--- config.mk ---
export PLATFORM = sky130hd
export DESIGN_NAME = dns_name_label_encoder
export DESIGN_NICKNAME = d
export VERILOG_FILES = /design/src/rtl/core/dnsle_pkg.sv /design/src/rtl/core/dnsle_front.sv /design/src/rtl/core/dnsle_queue.sv /design/src/rtl/core/dnsle_back.sv /design/src/rtl/core/dns_name_label_encoder.sv
export SDC_FILE = /design/constraint.sdc
export NUM_CORES = 1
export LEC_CHECK = 0
export ABC_AREA = 1
export BUFFER_PORTS_ARGS = -buffer_cell sky130_fd_sc_hd__buf_2
export CORE_AREA = 2 2 288 290
export DETAILED_ROUTE_END_ITERATION = 10
export DIE_AREA = 0 0 290 292
export GPL_TIMING_DRIVEN = 0
export PLACE_DENSITY_LB_ADDON = 0.12
export SLEW_MARGIN = 20
export SYNTH_ARGS = -nofsm -noshare
export SYNTH_HDL_FRONTEND = slang
export SYNTH_SLANG_ARGS = --single-unit
--- constraint.sdc ---
create_clock -name clk -period 4.2 [get_ports clk]
set_clock_uncertainty 0.15 [all_clocks]
set_input_delay 0.84 -clock clk [delete_from_list [all_inputs] [get_ports clk]]
set_output_delay 0.84 -clock clk [all_outputs]
set_load 0.02 [all_outputs]
--- src/rtl/core/dnsle_pkg.sv ---
// shared types and constants of the dns name label encoder
// no dependencies; used by every module of the block
package dnsle_pkg;

	localparam int MAX_LABEL_DEF = 61;
	localparam int LEN_W = 6;

	localparam logic       FUNC_CHAR    = 1'b0;
	localparam logic       FUNC_END     = 1'b1;
	localparam logic [7:0] DOT_CHAR     = 8'h2E;
	localparam logic [15:0] NO_POINTER  = 16'hFFFF;
	localparam logic [7:0] POINTER_MARK = 8'hC0;

	typedef struct packed {
		logic        func;
		logic [7:0]  ch;
		logic [15:0] pointer_offset;
	} name_item_t;

	typedef struct packed {
		logic [7:0] out_byte;
		logic       last;
		logic       label_overflow;
	} code_item_t;

	// work queued from front to back
	typedef struct packed {
		logic             has_label;
		logic             is_end;
		logic             bank;
		logic [LEN_W-1:0] count;
		logic             ovf;
		logic [15:0]      offset;
	} cmd_t;

	// label buffer write from the front
	typedef struct packed {
		logic             en;
		logic             bank;
		logic [LEN_W-1:0] idx;
		logic [7:0]       data;
	} lbuf_wr_t;

	// back hands a replayed bank back to the front
	typedef struct packed {
		logic en;
		logic bank;
	} bank_rel_t;

endpackage

--- src/rtl/core/dnsle_front.sv ---
// front part: accepts name items, tracks the open label, issues work
// depends on dnsle_pkg
module dnsle_front #(
	parameter int MAX_LABEL = dnsle_pkg::MAX_LABEL_DEF
) (
	input  logic                   clk,
	input  logic                   arst_n,
	input  logic                   name_valid,
	output logic                   name_stall,
	input  dnsle_pkg::name_item_t  name,
	output logic                   push,
	output dnsle_pkg::cmd_t        push_cmd,
	input  logic                   q_full,
	output dnsle_pkg::lbuf_wr_t    wr,
	input  dnsle_pkg::bank_rel_t   rel
);

	logic [dnsle_pkg::LEN_W-1:0] count_q;
	logic                        ovf_q;
	logic                        wbank_q;
	logic [1:0]                  busy_q;

	logic is_dot;
	logic need_push;
	logic has_label;
	logic accept;
	logic full_label;
	logic [1:0] busy_set;
	logic [1:0] busy_clr;

	assign is_dot     = (name.func == dnsle_pkg::FUNC_CHAR) && (name.ch == dnsle_pkg::DOT_CHAR);
	assign has_label  = (count_q != '0);
	assign need_push  = (name.func == dnsle_pkg::FUNC_END) || (is_dot && has_label);
	assign name_stall = need_push && (q_full || (has_label && busy_q[~wbank_q]));
	assign accept     = name_valid && !name_stall;
	assign full_label = (count_q >= dnsle_pkg::LEN_W'(MAX_LABEL));

	assign push = accept && need_push;

	always_comb begin
		push_cmd.has_label = has_label;
		push_cmd.is_end    = (name.func == dnsle_pkg::FUNC_END);
		push_cmd.bank      = wbank_q;
		push_cmd.count     = count_q;
		push_cmd.ovf       = ovf_q;
		push_cmd.offset    = name.pointer_offset;
	end

	always_comb begin
		wr.en   = accept && (name.func == dnsle_pkg::FUNC_CHAR) && !is_dot && !full_label;
		wr.bank = wbank_q;
		wr.idx  = count_q;
		wr.data = name.ch;
	end

	// bank taken by a pushed label, bank handed back by the back part
	always_comb begin
		busy_set = 2'b00;
		busy_clr = 2'b00;
		if (rel.en) begin
			busy_clr[rel.bank] = 1'b1;
		end
		if (push && has_label) begin
			busy_set[wbank_q] = 1'b1;
		end
	end

	always_ff @(posedge clk or negedge arst_n) begin
		if (!arst_n) begin
			count_q <= '0;
			ovf_q   <= 1'b0;
			wbank_q <= 1'b0;
			busy_q  <= 2'b00;
		end else begin
			busy_q <= (busy_q & ~busy_clr) | busy_set;
			if (accept) begin
				if ((name.func == dnsle_pkg::FUNC_END) || is_dot) begin
					count_q <= '0;
					ovf_q   <= 1'b0;
					if (has_label) begin
						wbank_q <= ~wbank_q;
					end
				end else if (!full_label) begin
					count_q <= count_q + 1'b1;
				end else begin
					ovf_q <= 1'b1;
				end
			end
		end
	end

endmodule

--- src/rtl/core/dnsle_queue.sv ---
// two-entry work queue between front and back
// depends on dnsle_pkg
module dnsle_queue (
	input  logic            clk,
	input  logic            arst_n,
	input  logic            push,
	input  dnsle_pkg::cmd_t push_cmd,
	output logic            full,
	input  logic            pop,
	output dnsle_pkg::cmd_t head,
	output logic            empty
);

	dnsle_pkg::cmd_t entry_q [2];
	logic            wptr_q;
	logic            rptr_q;
	logic [1:0]      fill_q;

	assign full  = (fill_q == 2'd2);
	assign empty = (fill_q == 2'd0);
	assign head  = entry_q[rptr_q];

	always_ff @(posedge clk) begin
		if (push) begin
			entry_q[wptr_q] <= push_cmd;
		end
	end

	always_ff @(posedge clk or negedge arst_n) begin
		if (!arst_n) begin
			wptr_q <= 1'b0;
			rptr_q <= 1'b0;
			fill_q <= 2'd0;
		end else begin
			if (push) begin
				wptr_q <= ~wptr_q;
			end
			if (pop) begin
				rptr_q <= ~rptr_q;
			end
			case ({push, pop})
				2'b10:   fill_q <= fill_q + 2'd1;
				2'b01:   fill_q <= fill_q - 2'd1;
				default: fill_q <= fill_q;
			endcase
		end
	end

endmodule

--- src/rtl/core/dnsle_back.sv ---
// back part: label buffer memory and the byte sequencer that drives the code channel
// depends on dnsle_pkg
module dnsle_back #(
	parameter int MAX_LABEL = dnsle_pkg::MAX_LABEL_DEF
) (
	input  logic                  clk,
	input  logic                  arst_n,
	input  dnsle_pkg::lbuf_wr_t   wr,
	input  dnsle_pkg::cmd_t       head,
	input  logic                  q_empty,
	output logic                  pop,
	output dnsle_pkg::bank_rel_t  rel,
	output logic                  code_valid,
	input  logic                  code_stall,
	output dnsle_pkg::code_item_t code
);

	localparam int DEPTH = 2 * MAX_LABEL;
	localparam int AW    = (DEPTH > 1) ? $clog2(DEPTH) : 1;

	localparam logic [2:0] ST_IDLE    = 3'd0;
	localparam logic [2:0] ST_LEN     = 3'd1;
	localparam logic [2:0] ST_DATA    = 3'd2;
	localparam logic [2:0] ST_TERM_HI = 3'd3;
	localparam logic [2:0] ST_TERM_LO = 3'd4;

	logic [7:0] mem [DEPTH];

	logic [2:0]                  state_q;
	dnsle_pkg::cmd_t             cmd_q;
	logic [dnsle_pkg::LEN_W-1:0] idx_q;
	logic [7:0]                  rd_data_q;
	logic                        code_valid_q;
	dnsle_pkg::code_item_t       code_q;

	logic                        adv;
	logic                        last_idx;
	logic [dnsle_pkg::LEN_W-1:0] rd_idx;
	logic [AW-1:0]               rd_addr;
	logic [AW-1:0]               wr_addr;

	assign adv      = !code_valid_q || !code_stall;
	assign last_idx = (idx_q == (cmd_q.count - 1'b1));
	assign pop      = (state_q == ST_IDLE) && !q_empty;

	assign rd_idx  = ((state_q == ST_DATA) && adv && !last_idx) ? idx_q + 1'b1 : idx_q;
	assign rd_addr = AW'(rd_idx) + (cmd_q.bank ? AW'(MAX_LABEL) : '0);
	assign wr_addr = AW'(wr.idx) + (wr.bank ? AW'(MAX_LABEL) : '0);

	assign rel.en   = (state_q == ST_DATA) && adv && last_idx;
	assign rel.bank = cmd_q.bank;

	assign code_valid = code_valid_q;
	assign code       = code_q;

	always_ff @(posedge clk) begin
		if (wr.en) begin
			mem[wr_addr] <= wr.data;
		end
		rd_data_q <= mem[rd_addr];
	end

	always_ff @(posedge clk) begin
		if (pop) begin
			cmd_q <= head;
		end
	end

	always_ff @(posedge clk or negedge arst_n) begin
		if (!arst_n) begin
			state_q      <= ST_IDLE;
			idx_q        <= '0;
			code_valid_q <= 1'b0;
			code_q       <= '0;
		end else begin
			case (state_q)
				ST_IDLE: begin
					if (adv) begin
						code_valid_q <= 1'b0;
					end
					if (!q_empty) begin
						idx_q <= '0;
						if (head.has_label) begin
							state_q <= ST_LEN;
						end else begin
							state_q <= ST_TERM_HI;
						end
					end
				end
				ST_LEN: begin
					if (adv) begin
						code_valid_q        <= 1'b1;
						code_q.out_byte       <= 8'(cmd_q.count);
						code_q.last           <= 1'b0;
						code_q.label_overflow <= cmd_q.ovf;
						state_q               <= ST_DATA;
					end
				end
				ST_DATA: begin
					if (adv) begin
						code_valid_q          <= 1'b1;
						code_q.out_byte       <= rd_data_q;
						code_q.last           <= last_idx && !cmd_q.is_end;
						code_q.label_overflow <= cmd_q.ovf;
						if (last_idx) begin
							state_q <= cmd_q.is_end ? ST_TERM_HI : ST_IDLE;
						end else begin
							idx_q <= rd_idx;
						end
					end
				end
				ST_TERM_HI: begin
					if (adv) begin
						code_valid_q          <= 1'b1;
						code_q.label_overflow <= 1'b0;
						if (cmd_q.offset == dnsle_pkg::NO_POINTER) begin
							code_q.out_byte <= 8'h00;
							code_q.last     <= 1'b1;
							state_q         <= ST_IDLE;
						end else begin
							code_q.out_byte <= dnsle_pkg::POINTER_MARK | cmd_q.offset[15:8];
							code_q.last     <= 1'b0;
							state_q         <= ST_TERM_LO;
						end
					end
				end
				ST_TERM_LO: begin
					if (adv) begin
						code_valid_q          <= 1'b1;
						code_q.out_byte       <= cmd_q.offset[7:0];
						code_q.last           <= 1'b1;
						code_q.label_overflow <= 1'b0;
						state_q               <= ST_IDLE;
					end
				end
				default: begin
					if (adv) begin
						code_valid_q <= 1'b0;
					end
					state_q <= ST_IDLE;
				end
			endcase
		end
	end

endmodule

--- src/rtl/core/dns_name_label_encoder.sv ---
// top level of the dns name label encoder: dotted name in, wire-format name bytes out
// depends on dnsle_pkg, dnsle_front, dnsle_queue, dnsle_back
//
//   channel  dir  handshake              payload
//   name     in   name_valid/name_stall  dnsle_pkg::name_item_t (func, ch, pointer_offset)
//   code     out  code_valid/code_stall  dnsle_pkg::code_item_t (out_byte, last, label_overflow)
//
// a plain name character is written straight into the label buffer unless the label is already full
// a label replays through the back sequencer (pop, length byte, then one byte per cycle unless
// code stalls, from the registered memory read port); a terminator is a zero byte or two pointer bytes
// two label banks and a two-entry queue let the front fill one label while the back replays
// the previous one; a flush stalls only while both banks or both queue entries are in use
// arst_n clears the sequencer, the queue and the label counters; buffer contents are not reset
// a stall on code holds the output register and freezes the sequencer, not the front; an idle sequencer still pops work
module dns_name_label_encoder #(
	parameter int MAX_LABEL = dnsle_pkg::MAX_LABEL_DEF
) (
	input  logic                  clk,
	input  logic                  arst_n,
	input  logic                  name_valid,
	output logic                  name_stall,
	input  dnsle_pkg::name_item_t name,
	output logic                  code_valid,
	input  logic                  code_stall,
	output dnsle_pkg::code_item_t code
);

	// front to queue
	logic            push;
	dnsle_pkg::cmd_t push_cmd;
	logic            q_full;

	// queue to back
	logic            pop;
	dnsle_pkg::cmd_t head;
	logic            q_empty;

	// label buffer write and bank hand-back
	dnsle_pkg::lbuf_wr_t  wr;
	dnsle_pkg::bank_rel_t rel;

	dnsle_front #(
		.MAX_LABEL(MAX_LABEL)
	) u_front (
		.clk       (clk),
		.arst_n    (arst_n),
		.name_valid(name_valid),
		.name_stall(name_stall),
		.name      (name),
		.push      (push),
		.push_cmd  (push_cmd),
		.q_full    (q_full),
		.wr        (wr),
		.rel       (rel)
	);

	dnsle_queue u_queue (
		.clk     (clk),
		.arst_n  (arst_n),
		.push    (push),
		.push_cmd(push_cmd),
		.full    (q_full),
		.pop     (pop),
		.head    (head),
		.empty   (q_empty)
	);

	dnsle_back #(
		.MAX_LABEL(MAX_LABEL)
	) u_back (
		.clk       (clk),
		.arst_n    (arst_n),
		.wr        (wr),
		.head      (head),
		.q_empty   (q_empty),
		.pop       (pop),
		.rel       (rel),
		.code_valid(code_valid),
		.code_stall(code_stall),
		.code      (code)
	);

endmodule

After elaboration in Yosys (flattened, before gate mapping) --
Memories as Yosys holds them, arrays and structs flattened. A register that Yosys moved wholly into a read port is not among the register bits. Index checks and enable logic that the tools add are counted.
Cells by class: mux-type cells 43, reductions and logical operators 43, $lt $le $gt $ge 6, eq/ne operators 18, $add $sub $neg 7, bitwise gates (word level) 7
Operator list (count):
- 6-bit two-way mux | 8
- 10-bit two-way mux | 4
- 10-bit case mux with 4 select lines | 1
- 3-bit two-way mux | 7
- 1-bit logical AND | 17
- 16-bit == test, second input constant | 1
- 3-bit case mux with 5 select lines | 1
- 6-bit by 7-bit adder with 7-bit output | 2
- 1-bit two-way mux | 13
- 6-bit by 1-bit adder with 6-bit output, second input constant | 2
- 6-bit case mux with 2 select lines | 1
- 2-bit by 1-bit inequality test with 1-bit output, second input constant | 5
- 9-bit two-way mux | 1
- 8-bit by 6-bit == test with 1-bit output, second input constant | 1
- 1-bit logical NOT | 8
- 2-bit two-way mux | 4
- 3-bit by 2-bit == test with 1-bit output, second input constant | 2
- 6-bit == test | 1
- 6-bit greater-or-equal comparator, second input constant | 1
- 1-bit by 2-bit less-than comparator with 1-bit output, second input constant | 3
- 2-bit inequality test, second input constant | 3
- 6-bit AND reduction | 1
- 2-bit nonzero test | 3
- 6-bit nonzero test | 1
- 23 further kinds | 33
Word-level totals: input port bits 29, word-level logic and storage cells 144, memories 2, register bits after elaboration 59, bits in writable memories 1028, output and inout bits 12
Memory list:
- u_back.mem | depth 122, bits a word 8, rd ports 1, clocked after Yosys merged registers in 1, write ports 1, RTL line dnsle_back.sv:27 | logic [7:0] mem [DEPTH];
- u_queue.entry_q | depth 2, bits a word 26, rd ports 1, clocked after Yosys merged registers in 0, write ports 1, RTL line dnsle_queue.sv:14 | dnsle_pkg::cmd_t entry_q [2];

Depth between registers and ports, before layout --
Gate-level depths: netlist (run 1).
word-level depth 13, gate-level depth with buffers 28, gate-level depth less buffers 25

Cells and area by module --
Synthesis (run 1) repeated with hierarchy kept, for this count alone.
Unflattened totals: cells, all modules 3411, area total of the unflattened synthesis 45026.9 µm²
Modules (own cells, without submodules):
- dnsle_back | times used 1, area each 41788.8 µm², seq. area each 30719.5 µm², cells an instance 3111
- dnsle_queue | times used 1, area each 2247.2 µm², seq. area each 1661.6 µm², cells an instance 160
- dnsle_front | times used 1, area each 991.0 µm², seq. area each 250.2 µm², cells an instance 140

Worst setup path before layout (run 1) --
Ideal clock, no wire load.
kind input -> register, from input code_stall, to register u_back.rd_data_q[3], read port of u_back.mem, cell stages on the path 21, path slack 409 ps, required time 3991 ps, setup time 59 ps, path buffers 2, arrival time 3582 ps, cells stage by stage nand2_1 -> inv_1 -> nor2_2 -> nand2_2 -> buf_6 -> nor4_1 -> xor2_1 -> inv_1 -> ha_1 -> a21oi_1 -> inv_1 -> a31oi_1 -> nor2_1 -> inv_1 -> nand2_1 -> inv_1 -> buf_1 -> nand3_1 -> nand3_1 -> nand3_1 -> nand2_1
On the way: cells in the longest elaborated chain, start to end 6
RTL lines:
- from (decl) | RTL line dns_name_label_encoder.sv:24 | input logic code_stall,
- 1-bit logical NOT | RTL line dnsle_back.sv:42 | assign adv = !code_valid_q || !code_stall;
- 1-bit logical OR | RTL line dnsle_back.sv:42
- 1-bit logical AND (2 in a row) | RTL line dnsle_back.sv:46 | assign rd_idx = ((state_q == ST_DATA) && adv && !last_idx) ? idx_q + 1'b1 : idx_q;
- 6-bit two-way mux | RTL line dnsle_back.sv:46
- 6-bit by 7-bit adder with 7-bit output | RTL line dnsle_back.sv:47 | assign rd_addr = AW'(rd_idx) + (cmd_q.bank ? AW'(MAX_LABEL) : '0);
- to (decl) | RTL line dnsle_back.sv:32 | logic [7:0] rd_data_q;
No other way between the ends. A chain may end at the register's enable or synchronous reset.

Worst setup path in the final report (run 1) --
from register u_front.wbank_q, to memory u_back.mem[88][5], enable pin
On the way: cells in the longest elaborated chain, start to end 12, elaborated cells on any way between the ends 14, classes of those cells add/sub (1); mux (5); reduce/logical (8)
RTL lines:
- from (decl) | RTL line dnsle_front.sv:20 | logic wbank_q;
- from (signal assigned) | RTL line dnsle_front.sv:81 | wbank_q <= ~wbank_q;
- 1-bit two-way mux (implied by the code) (2 in a row) | RTL line dnsle_front.sv:34 | assign name_stall = need_push && (q_full || (has_label && busy_q[~wbank_q]));
- 1-bit logical AND | RTL line dnsle_front.sv:34
- 1-bit logical OR | RTL line dnsle_front.sv:34
- 1-bit logical AND | RTL line dnsle_front.sv:34
- 1-bit logical NOT | RTL line dnsle_front.sv:35 | assign accept = name_valid && !name_stall;
- 1-bit logical AND | RTL line dnsle_front.sv:35
- 1-bit logical AND (3 in a row) | RTL line dnsle_front.sv:50 | wr.en = accept && (name.func == dnsle_pkg::FUNC_CHAR) && !is_dot && !full_label;
- 1-bit two-way mux | RTL line dnsle_back.sv:57 | if (wr.en) begin
- 1-bit two-way mux (implied by the code) | RTL line dnsle_back.sv:58 | mem[wr_addr] <= wr.data;
- to (decl) | RTL line dnsle_back.sv:27
Several ways; a longest one is shown, not always the timed one. The select of a mux whose other input is x is not followed.

==> results.toml, run 1 <==
[detailed_routing]
post-route-drc-count = 0
routed_wl_um = 156000
firstDrtPassIters = 8
drt-wirelength-per-cell_um = 33.56
drtIter0Drc = 4485
route.antenna.remaining_nets = 0
vias_per_cell = 6.619
via_count = 30770

[critical_path]
worst_ep_arrival_time_ns = 4.55
crit_path_end_kind = "flip-flop"
cp_max_fo = 10
timing.setup.critical_path_class = "reg -> reg"
worst_setup_path_start_kind = "flip-flop"
worst_ep_required_time_ns = 4.37

[layout]
finalNonFillerCells = 4649
n_antenna_cell = 0
fillers = 5790
fin_nets = 3531
syn2layout_area_growth_pct = 20.34
footprint_of_the_multi_input_gates_um2 = 12630
post_route_cells_drive_above_1_share_pct = 23.47
sequential_cell_area_um2 = 32630

[clocking]
cts_sinks = 1095
insertion_delay_ns = 0.73
cts.clk_slew.worst_paths_ns = 0.06
tritoncts.num_buffers = 109
tritoncts = "yes"
cts_buffer_depth = 3
htree_num_levels = 3
ctsHoldBuffers = 0
ctsRootBufferMaster = "sky130_fd_sc_hd__clkbuf_16"

[sta]
slew_violations = 0
fin_crit_sh_pct = 104.1
worst_margin_pin_slew_ns = 1.048
report.final.setup_viol = 271
max_freq_ghz = 0.2287
slew-limit-headroom_pct = 29.88
finalCriticalPeriod_ns = 4.372
timing.final.hold_violations = 0
rsz0062_at_grt = "true"
post-route-worst-setup-slack_ns = -0.1721

[logic_synthesis]
synth_cell_type_count = 43
fraction_of_registers_with_async_set_or_reset_after_synthesis_pct = 3.105
ys_seq_area_share_pct = 73.55
synth-edff-count = 1053
postSynthRegisterBits = 1095
post_synth.cell_area_avg_um2 = 13.51
synthesis.instances = 3285
synthTopCellsByArea = "sky130_fd_sc_hd__edfxtp_1, sky130_fd_sc_hd__nand2_1, sky130_fd_sc_hd__o21ai_0"
yosys.area.top_type = "sky130_fd_sc_hd__edfxtp_1"
synthDominantCellAreaShare_pct = 71.27
yosysWarningCount = 0
synthFlopType = "sky130_fd_sc_hd__edfxtp_1"
syn-num-nets = 3334
post_synth_instance_area_um2 = 44370

[floorplan]
fp-row-count = 105
initial_core_utilization_pct = 54.38
floorplan.die.width_um = 290
design.die.area_um2 = 84680
die_h_um = 292
placeableCoreArea_um2 = 81580
design.portCount = 41

[worst_hold_path]
worst_hold_path_type = "in -> async"

[grt]
grt_use_total_pct = 36.00
first_global_vias = 29472
gr-total-overflow = 0
pin_count_of_the_biggest_net_entering_global_routing = 82
initial_antenna_violation_count = 2
grt_first_pass_wirelength_um = 213900

[run_status]
failed_checks = "negative setup slack"
outcome = "finished, violations left"

[placed_design]
hpwlAfterDp_um = 104900
preCtsSetupSlack_ns = -2.285
place.gp.congestion = 1.011
placement.io_buffers = 40
placedCellCount = 4405

[run]
maxCapViolations = 0
-- final timing paths --
check,cells past startpoint,slack (ns),endpoint,startpoint
setup / recovery,9,-0.17,u_back.mem[88][5]$_DFFE_PP_,u_front.wbank_q$_DFFE_PN0P_
hold / removal,1,0.1,u_back.code[0]$_DFFE_PN0P_,arst_n
setup reg to reg,9,-0.17,u_back.mem[88][5]$_DFFE_PP_,u_front.wbank_q$_DFFE_PN0P_
hold reg to reg,2,0.32,u_back.code[6]$_DFFE_PN0P_,u_back.code[6]$_DFFE_PN0P_
max in group asynchronous,1,3.25,u_front.count_q[2]$_DFFE_PN0P_,arst_n
min in group clk,1,0.18,u_queue.entry_q[0][10]$_DFFE_PP_,name[10]
-- synthesized netlist by cell type, types with 20 or more instances --
| library cell | number |
|---|---|
| sky130_fd_sc_hd__ha_1 | 20 |
| sky130_fd_sc_hd__o21ai_0 | 259 |
| sky130_fd_sc_hd__nand3_1 | 177 |
| sky130_fd_sc_hd__nand2_1 | 560 |
| sky130_fd_sc_hd__edfxtp_1 | 1053 |
| sky130_fd_sc_hd__inv_1 | 71 |
| sky130_fd_sc_hd__a21oi_1 | 132 |
| sky130_fd_sc_hd__mux2i_1 | 128 |
| sky130_fd_sc_hd__dfrtp_1 | 34 |
| sky130_fd_sc_hd__o221ai_1 | 120 |
| sky130_fd_sc_hd__buf_2 | 39 |
| sky130_fd_sc_hd__a32oi_1 | 120 |
| sky130_fd_sc_hd__nor2_1 | 281 |
| sky130_fd_sc_hd__clkbuf_1 | 152 |
| sky130_fd_sc_hd__mux2_2 | 25 |
-- kinds of logic after synthesis --
family / after synthesis / share of synthesized area, %
compound gates: 661 / 9.639
simple gates: 1048 / 9.642
xor+xnor: 22 / 0.4343
mux: 153 / 3.522
fa+ha+maj: 20 / 0.5640
buf+inv: 286 / 2.648
flops: 1095 / 73.55
-- stage by stage --
step / TNS (ns) / hold slack [ns] / area, um^2 / util [%]
floorplan: 0 / 0.2929 / 44370 / -
global placement: -2118.32 / 0.3071 / 45910 / 56.27
detailed placement: -565.19 / 0.3124 / 46280 / 56.73
CTS: -11.86 / 0.08656 / 51830 / 63.53
global route: -60.60 / 0.1544 / 53390 / 65.44
finish: -13.27 / 0.09535 / 53390 / 65.44
-- worst max-delay path, cell delays in order, from the launching register on --
cell and delay, ns:
sky130_fd_sc_hd__dfrtp_1 0.55, sky130_fd_sc_hd__ha_1 0.34, sky130_fd_sc_hd__a31o_2 0.27, sky130_fd_sc_hd__a21oi_1 0.14
sky130_fd_sc_hd__o21bai_1 0.10, sky130_fd_sc_hd__xor2_1 0.25, sky130_fd_sc_hd__inv_1 0.09, sky130_fd_sc_hd__nor2_1 0.67
sky130_fd_sc_hd__nand2_1 0.55, sky130_fd_sc_hd__nor2_1 0.89
-- flip-flops by register name (all words and copies together) (netlist names), 2 cells and up --
signal and flops:
u_back.state_q 3, u_back.mem 976, u_back.rd_data_q 8, u_front.busy_q 2, u_back.cmd_q 24, u_back.code 10, u_back.idx_q 6, u_front.count_q 6
u_queue.entry_q 52, u_queue.fill_q 2
-- layer usage --
layer	global-route usage [%]	up-vias	share of wire, %
met5	0	-	0.054
met4	21.07	4	6.2
met3	9.895	468	12
met2	54.27	2189	45
met1	47.25	15347	37
li1	-	12762	-
-- final cells by class --
type                            count  area share, %
Buffer                            207          3.391
Tap cell                         1070          2.508
Timing Repair Buffer               88          1.807
Clock buffer                      127          5.294
Multi-Input combinational cell   1904          23.66
Sequential cell                  1095          61.12
Clock inverter                     81          1.662
Inverter                           77         0.5601
-- cells in the final DEF (no fill, tap or decap), drive strengths merged, types with 4 or more instances in the layout --
master,netlist,layout
a211oi,4,4
a21oi,132,132
a31oi,4,4
a32oi,120,120
buf,57,194
bufinv,0,15
clkbuf,152,228
clkinv,0,53
clkinvlp,0,10
dfrtp,34,34
dfxtp,8,8
edfxtp,1053,1053
ha,20,20
inv,77,80
mux2,25,25
mux2i,128,128
nand2,570,570
nand3,181,181
nor2,284,284
nor3,5,5
nor4,4,4
o21ai,260,260
o221ai,120,120
o22ai,9,9
xor2,19,19
-- timing repair --
action / CTS / global route
pin swaps: 15 / 46
resized for setup: 606 / 364
cloned: 1 / 4
setup endpoints to repair: 569 / 824
buffers inserted: 9 / 24
Power of run 1 is not shown: default switching activity piles up to over one toggle a cycle in this logic, so the estimate is an artifact.
==> inputs of run 2 (changes only) <==
--- a/config.mk
+++ b/config.mk
@@ -5,11 +5,11 @@
 export SDC_FILE = /design/constraint.sdc
 export NUM_CORES = 1
 export LEC_CHECK = 0
-export ABC_AREA = 1
+export ABC_AREA = 0
 export BUFFER_PORTS_ARGS = -buffer_cell sky130_fd_sc_hd__buf_2
-export CORE_AREA = 2 2 288 290
+export CORE_AREA = 2 2 285 287
 export DETAILED_ROUTE_END_ITERATION = 10
-export DIE_AREA = 0 0 290 292
+export DIE_AREA = 0 0 287 289
 export GPL_TIMING_DRIVEN = 0
 export PLACE_DENSITY_LB_ADDON = 0.12
 export SLEW_MARGIN = 20
==> results.toml, run 2 <==
[placed_design]
place.gp.congestion = 0.9473
preCtsSetupSlack_ns = -2.156
placement.io_buffers = 40
hpwlAfterDp_um = 78240

[logic_synthesis]
post_synth.cell_area_avg_um2 = 19.82
synth_cell_type_count = 74
synthesis.instances = 2202
synth-edff-count = 1053
fraction_of_registers_with_async_set_or_reset_after_synthesis_pct = 3.105
synth.top_cells.by_count = "sky130_fd_sc_hd__edfxtp_1, sky130_fd_sc_hd__mux4_2, sky130_fd_sc_hd__nor2_1, sky130_fd_sc_hd__nand2_1, sky130_fd_sc_hd__clkbuf_1"
synth_most_common_cell = "sky130_fd_sc_hd__edfxtp_1"
synthFlopType = "sky130_fd_sc_hd__edfxtp_1"
synthTopCellsByArea = "sky130_fd_sc_hd__edfxtp_1, sky130_fd_sc_hd__mux4_2, sky130_fd_sc_hd__dfrtp_1"
yosys.area.top_type = "sky130_fd_sc_hd__edfxtp_1"
post_synth_instance_area_um2 = 43640
syn-num-nets = 2251
ys_seq_area_share_pct = 74.77
synthDominantCellAreaShare_pct = 72.46
yosysWarningCount = 0
postSynthRegisterBits = 1095

[clocking]
cts.clk_slew.worst_paths_ns = 0.06
cts_buffer_depth = 3
ctsRootBufferMaster = "sky130_fd_sc_hd__clkbuf_16"
htree_num_levels = 3
insertion_delay_ns = 0.68
cts_sinks = 1095
ctsHoldBuffers = 0
tritoncts = "yes"
tritoncts.num_buffers = 108

[run]
maxCapViolations = 0

[layout]
fillers = 5364
largestRegisters = "u_back.mem (976), u_queue.entry_q (52), u_back.cmd_q (24)"
number_of_flip_flops_in_the_largest_register = 976
syn2layout_area_growth_pct = 19.42
fin_nets = 2489
post_route_cells_drive_above_1_share_pct = 35.25
layout.cells.most_common = "sky130_fd_sc_hd__edfxtp_1"
n_antenna_cell = 0
largest_register = "u_back.mem"
most-common-layout-cells = "sky130_fd_sc_hd__edfxtp_1, sky130_fd_sc_hd__mux4_2, sky130_fd_sc_hd__clkbuf_16, sky130_fd_sc_hd__nor2_1, sky130_fd_sc_hd__nand2_1"

[floorplan]
fp-row-count = 104
floorplan.die.width_um = 287
initial_core_utilization_pct = 54.62
design.die.area_um2 = 82940
die_h_um = 289
placeableCoreArea_um2 = 79900
design.portCount = 41

[critical_path]
crit_path_end_kind = "flip-flop"
crit_family = "multiplexers"
worst_ep_arrival_time_ns = 5.08
crit_path_cell_trace = "buf_4, nand2b_1, a21boi_2, o311ai_4, nand2_2, and2_4, xnor2_4, ha_4, buf_12, buf_16, buf_12, clkbuf_16, mux4_2, mux4_2, mux2i_4, mux2i_4, o32a_1"
cp_slowest_cell = "sky130_fd_sc_hd__mux4_2"
cp_max_fo = 6
critPathMaxStageDelay_ns = 0.53
cp.buffers_inverters = 5
worst_ep_required_time_ns = 4.57
worst_setup_path_start_kind = "flip-flop"
timing.setup.critical_path_class = "reg -> reg"

[detailed_routing]
vias_per_cell = 6.576
drt-wirelength-per-cell_um = 33.69
firstDrtPassIters = 7
drtIter0Drc = 3069
post-route-drc-count = 0
route.antenna.remaining_nets = 0
routed_wl_um = 120900
via_count = 23596

[sta]
fin_crit_sh_pct = 112.2
slew-limit-headroom_pct = 37.44
max_freq_ghz = 0.2122
worst_margin_pin_slew_ns = 0.9349
post-route-worst-setup-slack_ns = -0.5127
sum_neg_setup_slack_ns = -3.558
slew_violations = 0
timing.final.hold_violations = 0
finalCriticalPeriod_ns = 4.713
rsz0062_at_grt = "true"
report.final.setup_viol = 16

[grt]
gr-total-overflow = 0
grt_use_total_pct = 29.41
initial_antenna_violation_count = 2
grt_first_pass_wirelength_um = 170200
first_global_vias = 23451
pin_count_of_the_biggest_net_entering_global_routing = 96

[run_status]
outcome = "finished, violations left"
failed_checks = "negative setup slack"

[worst_hold_path]
worst_hold_path_type = "in -> async"
## run 2: cell count changes in the layout (fill, tap and decap cells not counted), sizes merged, moves of 104 or more
cell | before | now
nor2 | 284 | 180
nand2 | 570 | 92
o21ai | 260 | 48
a21oi | 132 | 24
mux4 | 0 | 265
nand3 | 181 | 37
o221ai | 120 | 8
a32oi | 120 | 4
## run 2: final timing paths
check | startpoint | endpoint | slack [ns] | cells past startpoint
max | u_back.cmd_q[19]$_DFFE_PP_ | u_back.rd_data_q[5]$_DFF_P_ | -0.51 | 17
min | arst_n | u_back.idx_q[0]$_DFFE_PN0P_ | 0.13 | 1
max reg2reg | u_back.cmd_q[19]$_DFFE_PP_ | u_back.rd_data_q[5]$_DFF_P_ | -0.51 | 17
min reg2reg | u_back.code[9]$_DFFE_PN0P_ | u_back.code[9]$_DFFE_PN0P_ | 0.33 | 2
max in group asynchronous | arst_n | u_back.code[7]$_DFFE_PN0P_ | 3.22 | 1
min in group clk | name[13] | u_queue.entry_q[1][13]$_DFFE_PP_ | 0.22 | 1
## run 2: stage by stage
| step | utilization, % | cell area (um^2) | cells | hold slack, ns |
|---|---|---|---|---|
| floorplan | - | 44150 | 2202 | 0.2928 |
| global placement | 57.18 | 45680 | 3302 | 0.3186 |
| detailed placement | 57.61 | 46030 | 3315 | 0.3210 |
| CTS | 64.53 | 51560 | 3572 | 0.1216 |
| global route | 65.23 | 52120 | 3588 | 0.1607 |
| finish | 65.23 | 52120 | 3588 | 0.1311 |
## run 2: area by class of cell
cell class | instances | area [um^2] | area share, %
timing repair buffer | 133 | 1475 | 2.831
buffer | 107 | 1526 | 2.929
sequential | 1095 | 32630 | 62.61
multi-input combinational | 977 | 11790 | 22.62
inverter | 18 | 67.56 | 0.1296
tap | 1060 | 1326 | 2.545
clock buffer | 140 | 2874 | 5.515
clock inverter | 58 | 426.7 | 0.8187
## run 2: worst register-to-register path: stages, from the launching register on
cell                        delay, ns
sky130_fd_sc_hd__edfxtp_1        0.49
sky130_fd_sc_hd__buf_4           0.18
sky130_fd_sc_hd__nand2b_1        0.11
sky130_fd_sc_hd__a21boi_2        0.10
sky130_fd_sc_hd__o311ai_4        0.37
sky130_fd_sc_hd__nand2_2         0.13
sky130_fd_sc_hd__and2_4          0.20
sky130_fd_sc_hd__xnor2_4         0.14
sky130_fd_sc_hd__ha_4            0.30
sky130_fd_sc_hd__buf_12          0.14
sky130_fd_sc_hd__buf_16          0.17
sky130_fd_sc_hd__buf_12          0.14
sky130_fd_sc_hd__clkbuf_16       0.18
sky130_fd_sc_hd__mux4_2          0.54
sky130_fd_sc_hd__mux4_2          0.53
sky130_fd_sc_hd__mux2i_4         0.27
sky130_fd_sc_hd__mux2i_4         0.16
sky130_fd_sc_hd__o32a_1          0.27
## run 2: cell families (layout without fill, tap and decap cells)
| family | Yosys count | count (layout) | synth area share [%] |
|---|---|---|---|
| and+or+nand+nor | 388 | 388 | 4.020 |
| muxes | 338 | 338 | 15.45 |
| AOI/OAI and AO/OA | 201 | 201 | 3.314 |
| buffers and inverters | 130 | 456 | 1.264 |
| xor gates and xnor gates | 30 | 30 | 0.6021 |
| DFF | 1095 | 1095 | 74.77 |
| adders and majority gates | 20 | 20 | 0.5734 |
## run 2: timing repair
| action | 4_1_cts | 5_1_grt |
|---|---|---|
| endpoints found under the setup margin | 599 | 817 |
| endpoints found under the hold margin | 0 | 0 |
| cloned | 4 | 1 |
| buffers inserted | 60 | 15 |
| resized for setup | 339 | 97 |
| pin swaps | 33 | 31 |
## run 2: routing by layer
layer,share of wire [%],wire length [um],global-route usage [%]
met5,0.022,27,0
met1,38,46520,40.56
met2,48,57680,46.45
met4,4.2,5081,11.15
met3,9.6,11580,6.780
Power of run 2 is left out for the same reason.
